<file path="config.mk">
export PLATFORM = sky130hd
export DESIGN_NAME = fsc_cell
export DESIGN_NICKNAME = d
export VERILOG_FILES = /design/src/rtl/fsc_pkg.sv /design/src/rtl/fsc_cell.sv
export SDC_FILE = /design/constraint.sdc
export NUM_CORES = 2
export LEC_CHECK = 0
export ABC_CLOCK_PERIOD_IN_PS = 11200
export BUFFER_PORTS_ARGS = -buffer_cell sky130_fd_sc_hd__buf_2
export CAP_MARGIN = 0
export CORE_MARGIN = 5
export CORE_UTILIZATION = 44
export CTS_CLUSTER_DIAMETER = 150
export CTS_CLUSTER_SIZE = 14
export DETAILED_ROUTE_END_ITERATION = 8
export PLACE_DENSITY = 0.64
export SKIP_CTS_REPAIR_TIMING = 1
export SYNTH_ARGS = -nofsm -noshare
export SYNTH_HDL_FRONTEND = slang
export SYNTH_SLANG_ARGS = --single-unit
export TNS_END_PERCENT = 20
</file>
<file path="constraint.sdc">
create_clock -name clk -period 11.2 [get_ports clk]
set_input_delay 0.56 -clock clk [delete_from_list [all_inputs] [get_ports clk]]
set_output_delay 0.56 -clock clk [all_outputs]
set_load 0.02 [all_outputs]
</file>
<file path="src/rtl/fsc_pkg.sv">
// Package for the frustum sphere cull block: plane packing, widths,
// register map, result codes and the flag word carried along the cell chain.
// No dependencies.
package fsc_pkg;

	localparam int COORD_WIDTH = 24;
	localparam int NUM_PLANES  = 6;
	localparam int COEF_BITS   = 12;
	localparam int DIST_BITS   = 28;
	localparam int FRAC_BITS   = 10;
	localparam int PLANE_W     = 64;

	localparam int COEF_A_LSB = 0;
	localparam int COEF_B_LSB = 12;
	localparam int COEF_C_LSB = 24;
	localparam int DIST_LSB   = 36;

	localparam int PADDR_W    = 6;
	localparam int REG_IDX_LSB = 3;
	localparam int REG_IDX_W  = PADDR_W - REG_IDX_LSB;
	localparam int PDATA_W    = 64;

	localparam int RESULT_W   = 2;
	localparam int OUT_TDATA_W = 8;

	typedef enum logic [RESULT_W-1:0] {
		CONT_INSIDE     = 2'd0,
		CONT_INTERSECTS = 2'd1,
		CONT_OUTSIDE    = 2'd2
	} containment_t;

	typedef struct packed {
		logic outside;
		logic crosses;
	} cull_flags_t;

endpackage

</file>
<file path="src/rtl/fsc_cell.sv">
// One cell of the culling chain: holds one plane register and tests every
// passing sphere against it in four pipeline stages, merging its verdict.
// Depends on fsc_pkg.
module fsc_cell #(
	parameter int COORD_WIDTH = fsc_pkg::COORD_WIDTH
) (
	input  logic                          clk,
	input  logic                          arst_n,
	input  logic                          cfg_we,
	input  logic [fsc_pkg::PLANE_W-1:0]   cfg_data,
	output logic [fsc_pkg::PLANE_W-1:0]   plane,
	input  logic                          up_valid,
	output logic                          up_ready,
	input  logic signed [COORD_WIDTH-1:0] up_x,
	input  logic signed [COORD_WIDTH-1:0] up_y,
	input  logic signed [COORD_WIDTH-1:0] up_z,
	input  logic [COORD_WIDTH-2:0]        up_r,
	input  fsc_pkg::cull_flags_t          up_flags,
	output logic                          dn_valid,
	input  logic                          dn_ready,
	output logic signed [COORD_WIDTH-1:0] dn_x,
	output logic signed [COORD_WIDTH-1:0] dn_y,
	output logic signed [COORD_WIDTH-1:0] dn_z,
	output logic [COORD_WIDTH-2:0]        dn_r,
	output fsc_pkg::cull_flags_t          dn_flags
);

	localparam int CB     = fsc_pkg::COEF_BITS;
	localparam int PROD_W = CB + COORD_WIDTH;
	localparam int SUM_W  = PROD_W + 2;
	localparam int SHR_W  = SUM_W - fsc_pkg::FRAC_BITS;
	localparam int DIST_W = ((SHR_W > fsc_pkg::DIST_BITS) ? SHR_W : fsc_pkg::DIST_BITS) + 1;
	localparam int CMP_W  = DIST_W + 1;

	logic [fsc_pkg::PLANE_W-1:0] plane_q;

	logic signed [CB-1:0]                   coef_a, coef_b, coef_c;
	logic signed [fsc_pkg::DIST_BITS-1:0]   coef_d;

	logic v_s1, v_s2, v_s3, v_s4;
	logic adv_s1, adv_s2, adv_s3, adv_s4;

	logic signed [COORD_WIDTH-1:0] x_s1, y_s1, z_s1, x_s2, y_s2, z_s2;
	logic signed [COORD_WIDTH-1:0] x_s3, y_s3, z_s3, x_s4, y_s4, z_s4;
	logic [COORD_WIDTH-2:0]        r_s1, r_s2, r_s3, r_s4;
	fsc_pkg::cull_flags_t          flags_s1, flags_s2, flags_s3, flags_s4;

	logic signed [PROD_W-1:0] pa_s1, pb_s1, pc_s1;
	logic signed [SUM_W-1:0]  dot_s2;
	logic signed [SHR_W-1:0]  dot_shr;
	logic signed [DIST_W-1:0] dist_s3;
	logic signed [CMP_W-1:0]  dist_ext, rad_ext, dist_plus_r;
	logic                     outside_c, crosses_c;

	assign plane  = plane_q;
	assign coef_a = plane_q[fsc_pkg::COEF_A_LSB +: CB];
	assign coef_b = plane_q[fsc_pkg::COEF_B_LSB +: CB];
	assign coef_c = plane_q[fsc_pkg::COEF_C_LSB +: CB];
	assign coef_d = plane_q[fsc_pkg::DIST_LSB +: fsc_pkg::DIST_BITS];

	always_ff @(posedge clk or negedge arst_n) begin
		if (!arst_n) begin
			plane_q <= '0;
		end else if (cfg_we) begin
			plane_q <= cfg_data;
		end
	end

	assign adv_s4   = !v_s4 || dn_ready;
	assign adv_s3   = !v_s3 || adv_s4;
	assign adv_s2   = !v_s2 || adv_s3;
	assign adv_s1   = !v_s1 || adv_s2;
	assign up_ready = adv_s1;

	always_ff @(posedge clk or negedge arst_n) begin
		if (!arst_n) begin
			v_s1 <= 1'b0;
			v_s2 <= 1'b0;
			v_s3 <= 1'b0;
			v_s4 <= 1'b0;
		end else begin
			if (adv_s1) v_s1 <= up_valid;
			if (adv_s2) v_s2 <= v_s1;
			if (adv_s3) v_s3 <= v_s2;
			if (adv_s4) v_s4 <= v_s3;
		end
	end

	assign dot_shr     = dot_s2[SUM_W-1:fsc_pkg::FRAC_BITS];
	assign dist_ext    = CMP_W'(dist_s3);
	assign rad_ext     = CMP_W'(r_s3);
	assign dist_plus_r = dist_ext + rad_ext;
	assign outside_c   = dist_plus_r < 0;
	assign crosses_c   = (dist_plus_r > 0) && (dist_ext < rad_ext);

	always_ff @(posedge clk) begin
		if (adv_s1) begin
			pa_s1    <= PROD_W'(coef_a) * PROD_W'(up_x);
			pb_s1    <= PROD_W'(coef_b) * PROD_W'(up_y);
			pc_s1    <= PROD_W'(coef_c) * PROD_W'(up_z);
			x_s1     <= up_x;
			y_s1     <= up_y;
			z_s1     <= up_z;
			r_s1     <= up_r;
			flags_s1 <= up_flags;
		end
		if (adv_s2) begin
			dot_s2   <= SUM_W'(pa_s1) + SUM_W'(pb_s1) + SUM_W'(pc_s1);
			x_s2     <= x_s1;
			y_s2     <= y_s1;
			z_s2     <= z_s1;
			r_s2     <= r_s1;
			flags_s2 <= flags_s1;
		end
		if (adv_s3) begin
			dist_s3  <= DIST_W'(coef_d) + DIST_W'(dot_shr);
			x_s3     <= x_s2;
			y_s3     <= y_s2;
			z_s3     <= z_s2;
			r_s3     <= r_s2;
			flags_s3 <= flags_s2;
		end
		if (adv_s4) begin
			x_s4             <= x_s3;
			y_s4             <= y_s3;
			z_s4             <= z_s3;
			r_s4             <= r_s3;
			flags_s4.outside <= flags_s3.outside | outside_c;
			flags_s4.crosses <= flags_s3.crosses | crosses_c;
		end
	end

	assign dn_valid = v_s4;
	assign dn_x     = x_s4;
	assign dn_y     = y_s4;
	assign dn_z     = z_s4;
	assign dn_r     = r_s4;
	assign dn_flags = flags_s4;

endmodule

</file>
Word level (Yosys, flattened, before mapping)
Cells that the tools add are included.
{ "word_totals": {"ff_bits": 631, "latchBits": 0, "ram_bits": 0, "mem_bits_ro": 0, "in_bits": 166, "out_inout_bits": 163, "memories": 0} }
{ "op_classes": {"add_sub_neg": 4, "n_mul": 3, "div_mod_pow": 0, "n_lt_le_gt_ge": 3, "eq_ne": 0, "shifts": 0, "n_mux": 0, "bitwise_logic": 2, "n_reduce_logical": 9} }
{ "op_table": {"columns": ["cell", "n"], "rows": [
  ["$mul A12 B24 Y36", 3],
  ["$add A37 B36 Y38", 1],
  ["$add A36 B36 Y37", 1],
  ["$add A29 B24 Y30", 1],
  ["$gt A30 B1 Y1 const B", 1],
  ["$lt A30 B1 Y1 const B", 1],
  ["$add A28 B28 Y29", 1],
  ["$lt A29 B24 Y1", 1],
  ["$logic_not A1 Y1", 4],
  ["$logic_or A1 B1 Y1", 4],
  ["$or A1 B1 Y1", 2],
  ["$logic_and A1 B1 Y1", 1]
]} }

Logic depth before layout (Yosys ltp)
{ "logic_depth": {"depth_word": 5, "mapped_depth": 23, "ltp_nobuf": 22} }

Least setup slack after synthesis
No wires, ideal clock.
{ "synth_path": {"kind": "input to register", "startpoint": "input port dn_ready", "endpoint": "register flags_s1[0] (netlist name) (enable)", "setup_ps": 2623, "arrival_ps": 6554, "required_time_ps": 8577, "slack_ps": 2024, "cell_stages": 2, "path_buffers": 0, "path_cell_list": "nor2b_1 nand4_1"} }
{ "synth_between": {"elab_chain_len": 4} }
{ "synth_rtl": {"columns": ["item", "line_no", "rtl"], "rows": [
  ["from (decl)", "fsc_cell.sv:20", "input logic dn_ready,"],
  ["$logic_or A1 B1 Y1", "fsc_cell.sv:69", "assign adv_s4 = !v_s4 || dn_ready;"],
  ["$logic_or A1 B1 Y1", "fsc_cell.sv:70", "assign adv_s3 = !v_s3 || adv_s4;"],
  ["$logic_or A1 B1 Y1", "fsc_cell.sv:71", "assign adv_s2 = !v_s2 || adv_s3;"],
  ["$logic_or A1 B1 Y1", "fsc_cell.sv:72", "assign adv_s1 = !v_s1 || adv_s2;"],
  ["via up_ready", "fsc_cell.sv:13", "output logic up_ready,"],
  ["to (signal assigned)", "fsc_cell.sv:105", "flags_s1 <= up_flags;"],
  ["to (decl)", "fsc_cell.sv:46", "fsc_pkg::cull_flags_t flags_s1, flags_s2, flags_s3, flags_s4;"]
]} }
The timed path passes the listed nets, and every way through them passes these cells.
A chain may end at the register's enable or synchronous reset.

Final worst setup path
{ "layout_path": {"startpoint": "register plane_q, in the netlist plane[28]", "endpoint": "register pc_s1[35] (data pin)"} }
{ "layout_between": {"elab_chain_len": 1} }
{ "layout_rtl": {"columns": ["item", "line_no", "rtl"], "rows": [
  ["from (decl)", "fsc_cell.sv:35", "logic [fsc_pkg::PLANE_W-1:0] plane_q;"],
  ["from (signal assigned)", "fsc_cell.sv:65", "plane_q <= cfg_data;"],
  ["$mul A12 B24 Y36", "fsc_cell.sv:100", "pc_s1 <= PROD_W'(coef_c) * PROD_W'(up_z);"],
  ["to (signal assigned)", "fsc_cell.sv:100", null],
  ["to (decl)", "fsc_cell.sv:48", "logic signed [PROD_W-1:0] pa_s1, pb_s1, pc_s1;"]
]} }
No other way between the ends.

==> results.json <==
{
  "period_needed_ns": 6.95,
  "final-max-slew-violation-count": 0,
  "clkSinkCount": 621,
  "cts_buffers": 51,
  "fillCellCount": 11200,
  "grt_setup_unrepaired": "no",
  "clk_transition_reported_paths_ns": 0.08,
  "syn_inst": 4866,
  "synth-main-ff-cell": "sky130_fd_sc_hd__edfxtp_1",
  "syn_area_sq_um": 54000,
  "worstMarginPinSlew_ns": 1.23,
  "reg2regPathDepth": 20,
  "post-dp-hpwl_um": 101000,
  "antennaDiodeCount": 0,
  "synth_top_cells_by_area": "sky130_fd_sc_hd__edfxtp_1 31%, sky130_fd_sc_hd__fa_1 30%, sky130_fd_sc_hd__ha_1 7.8%",
  "critPathCaptureType": "flip-flop",
  "total_core_area_sq_um": 122000,
  "status": "completed",
  "area_delta_synth_final_pct": 8.82,
  "effective_utilization_at_floorplan_pct": 44.3,
  "fmax_mhz": 144,
  "number_of_rows_in_the_core_area": 128,
  "totalWireLength_um": 131000,
  "grt_pass1_wl_um": 209000,
  "min_period_over_period_pct": 62.0,
  "r2r-start": "plane[28]$_DFFE_PN0P_",
  "critical_path.startpoint_type": "flip-flop",
  "timing.hold.worst_path_depth": 2,
  "grt_pass1_vias": 37300,
  "cts_htree_levels": 2,
  "dieArea_sq_um": 130000,
  "worst-r2r-setup-slack_ns": 4.25,
  "insertion_delay_ns": 0.67,
  "timing.rr.end": "pc_s1[35]$_DFFE_PP_",
  "synth_cell_types": 83,
  "post_synthesis_async_set_or_reset_flop_share_pct": 11.0,
  "worstPathArrival_ns": 7.36,
  "grt_util_all_layers_pct": 20.4,
  "yosysWarnings": 0,
  "place_congestion": 0.899,
  "post_route_cells_drive_above_1_share_pct": 9.90,
  "syn-mean-instance-area_sq_um": 11.1,
  "cts_tree": "done",
  "worst_ep_required_time_ns": 11.61,
  "post-synth-top-area-cell": "sky130_fd_sc_hd__edfxtp_1",
  "yosysTopAreaCellShare_pct": 30.8,
  "io_pins": 329,
  "seq_area_frac_synth_pct": 33.9,
  "hold_viol_final": 0,
  "detailroute.via_count": 34600,
  "clk_path_buf_depth": 3,
  "ant_nets": 0,
  "clock_tree.root_cell": "sky130_fd_sc_hd__clkbuf_16",
  "drtPass1Iterations": 5,
  "synth-seq-cells": 621,
  "avgRoutedWirePerCell_um": 19.3,
  "maximum_number_of_pins_on_one_net_before_global_route_repair": 79,
  "die-width_um": 360,
  "via_count_normalized_by_instance_count": 5.11,
  "post-route-drc-count": 0,
  "antenna_violations_before_repair": 0,
  "buffers_on_ports": 328,
  "timing.setup.tns_ns": 0,
  "final_nets": 6414,
  "syn_nets": 6178,
  "synth_enable_flop_cells": 553,
  "floorplan.die.height_um": 360,
  "worst_hold_path_type": "in2reg",
  "worstPathMaxFanout": 26,
  "drv_cap": 0,
  "final.setup_skew_ns": 0.0256,
  "cp-endpoint": "pc_s1[35]$_DFFE_PP_",
  "cp-startpoint": "plane[28]$_DFFE_PN0P_",
  "timing_worst_setup_path_type": "reg2reg",
  "detailedRoute.firstIterationViolations": 2148,
  "relSlewSlack_pct": 17.8,
  "grt-ovfl-total": 0,
  "setup_viol": 0
}
## synthesized netlist by cell type, drive strengths merged (16+ instances only)
| cell | count |
|---|---|
| nand2 | 657 |
| nor2b | 24 |
| mux2 | 63 |
| xor2 | 38 |
| nand2b | 43 |
| nor3 | 33 |
| o21a | 27 |
| nand3 | 38 |
| dfrtp | 68 |
| o21ai | 82 |
| ha | 335 |
| a21oi | 135 |
| inv | 991 |
| o21bai | 27 |
| nor4 | 17 |
| fa | 811 |
| nor2 | 173 |
| o31ai | 16 |
| edfxtp | 553 |
| xnor2 | 112 |
| a21o | 49 |
| and2 | 216 |
| clkbuf | 165 |
## stage by stage
step	std cells	hold WS (ns)	area (sq um)	util, %	worst slack [ns]
2_1_floorplan	4866	0.264	54000	-	2.02
3_3_place_gp	6673	0.400	57300	47.0	4.43
3_5_place_dp	6673	0.405	57300	47.0	4.29
4_1_cts	6768	-0.185	58800	48.2	4.30
5_1_grt	6769	0.0250	58800	48.2	3.89
6_report	6769	0.0835	58800	48.2	4.25
## cell usage in the layout, fill, tap and decap left out, types with 68 or more instances in the layout
cell type	count
sky130_fd_sc_hd__a21oi_1	134
sky130_fd_sc_hd__and2_1	216
sky130_fd_sc_hd__buf_2	326
sky130_fd_sc_hd__dfrtp_1	68
sky130_fd_sc_hd__edfxtp_1	553
sky130_fd_sc_hd__fa_1	811
sky130_fd_sc_hd__ha_1	335
sky130_fd_sc_hd__inv_1	981
sky130_fd_sc_hd__nand2_1	655
sky130_fd_sc_hd__nor2_1	173
sky130_fd_sc_hd__xnor2_1	112
## registers in the layout, summed over array words and instances (netlist names), 28 cells and up
name	count
plane	64
pa_s1	36
pb_s1	36
pc_s1	36
dist_s3	29
dot_s2	28
## worst max-delay path: stages (launching register included)
cell,delay [ns]
sky130_fd_sc_hd__dfrtp_1,1.16
sky130_fd_sc_hd__nand2_1,0.18
sky130_fd_sc_hd__fa_1,0.54
sky130_fd_sc_hd__fa_1,0.52
sky130_fd_sc_hd__inv_1,0.06
sky130_fd_sc_hd__fa_1,0.49
sky130_fd_sc_hd__fa_1,0.49
sky130_fd_sc_hd__inv_1,0.05
sky130_fd_sc_hd__fa_1,0.47
sky130_fd_sc_hd__inv_1,0.04
sky130_fd_sc_hd__ha_1,0.32
sky130_fd_sc_hd__and4_1,0.24
sky130_fd_sc_hd__and2_1,0.18
sky130_fd_sc_hd__a221o_1,0.41
sky130_fd_sc_hd__o311ai_1,0.40
sky130_fd_sc_hd__a31oi_1,0.17
sky130_fd_sc_hd__o221ai_1,0.23
sky130_fd_sc_hd__nand2b_1,0.12
sky130_fd_sc_hd__a211o_1,0.31
sky130_fd_sc_hd__o31ai_2,0.22
sky130_fd_sc_hd__xnor2_1,0.10
## layer usage
layer  vias to the layer above  track usage [%]  wire length [um]
li1                      15800                -                 -
met1                     17800             26.9             55500
met2                       865             35.9             65600
met3                       160             2.93              6740
met4                         0             4.62              3030
met5                         -                0                 0
## final cells by class
class / count / area, sq um / share of cell area [%]
timing repair buffer: 357 / 1870 / 3.18
inverter: 991 / 3720 / 6.33
multi-input combinational: 3080 / 31300 / 53.3
clock buffer: 89 / 1420 / 2.41
tap: 1625 / 2030 / 3.46
clock inverter: 6 / 80.1 / 0.136
sequential: 621 / 18300 / 31.2
## how the worst min path moves through the flow
stage / from / to / slack [ns]
finish: up_valid / v_s1$_DFFE_PN0P_ / 0.08
CTS: arst_n / v_s1$_DFFE_PN0P_ / -0.18
global route: up_r[9] / r_s1[9]$_DFFE_PP_ / 0.03
floorplan: arst_n / dn_valid$_DFFE_PN0P_ / 0.26
global placement: z_s3[3]$_DFFE_PP_ / dn_z[3]$_DFFE_PP_ / 0.40
detailed placement: x_s3[1]$_DFFE_PP_ / dn_x[1]$_DFFE_PP_ / 0.40
## cell families after synthesis
group	synth area share, %
buf+inv	8.10
mux	1.39
compound gates	5.64
flops	33.9
xor+xnor	2.43
fa+ha+maj	37.8
simple gates	10.7
Power is not shown: default switching activity piles up to over one toggle a cycle in this logic, so the estimate is an artifact.
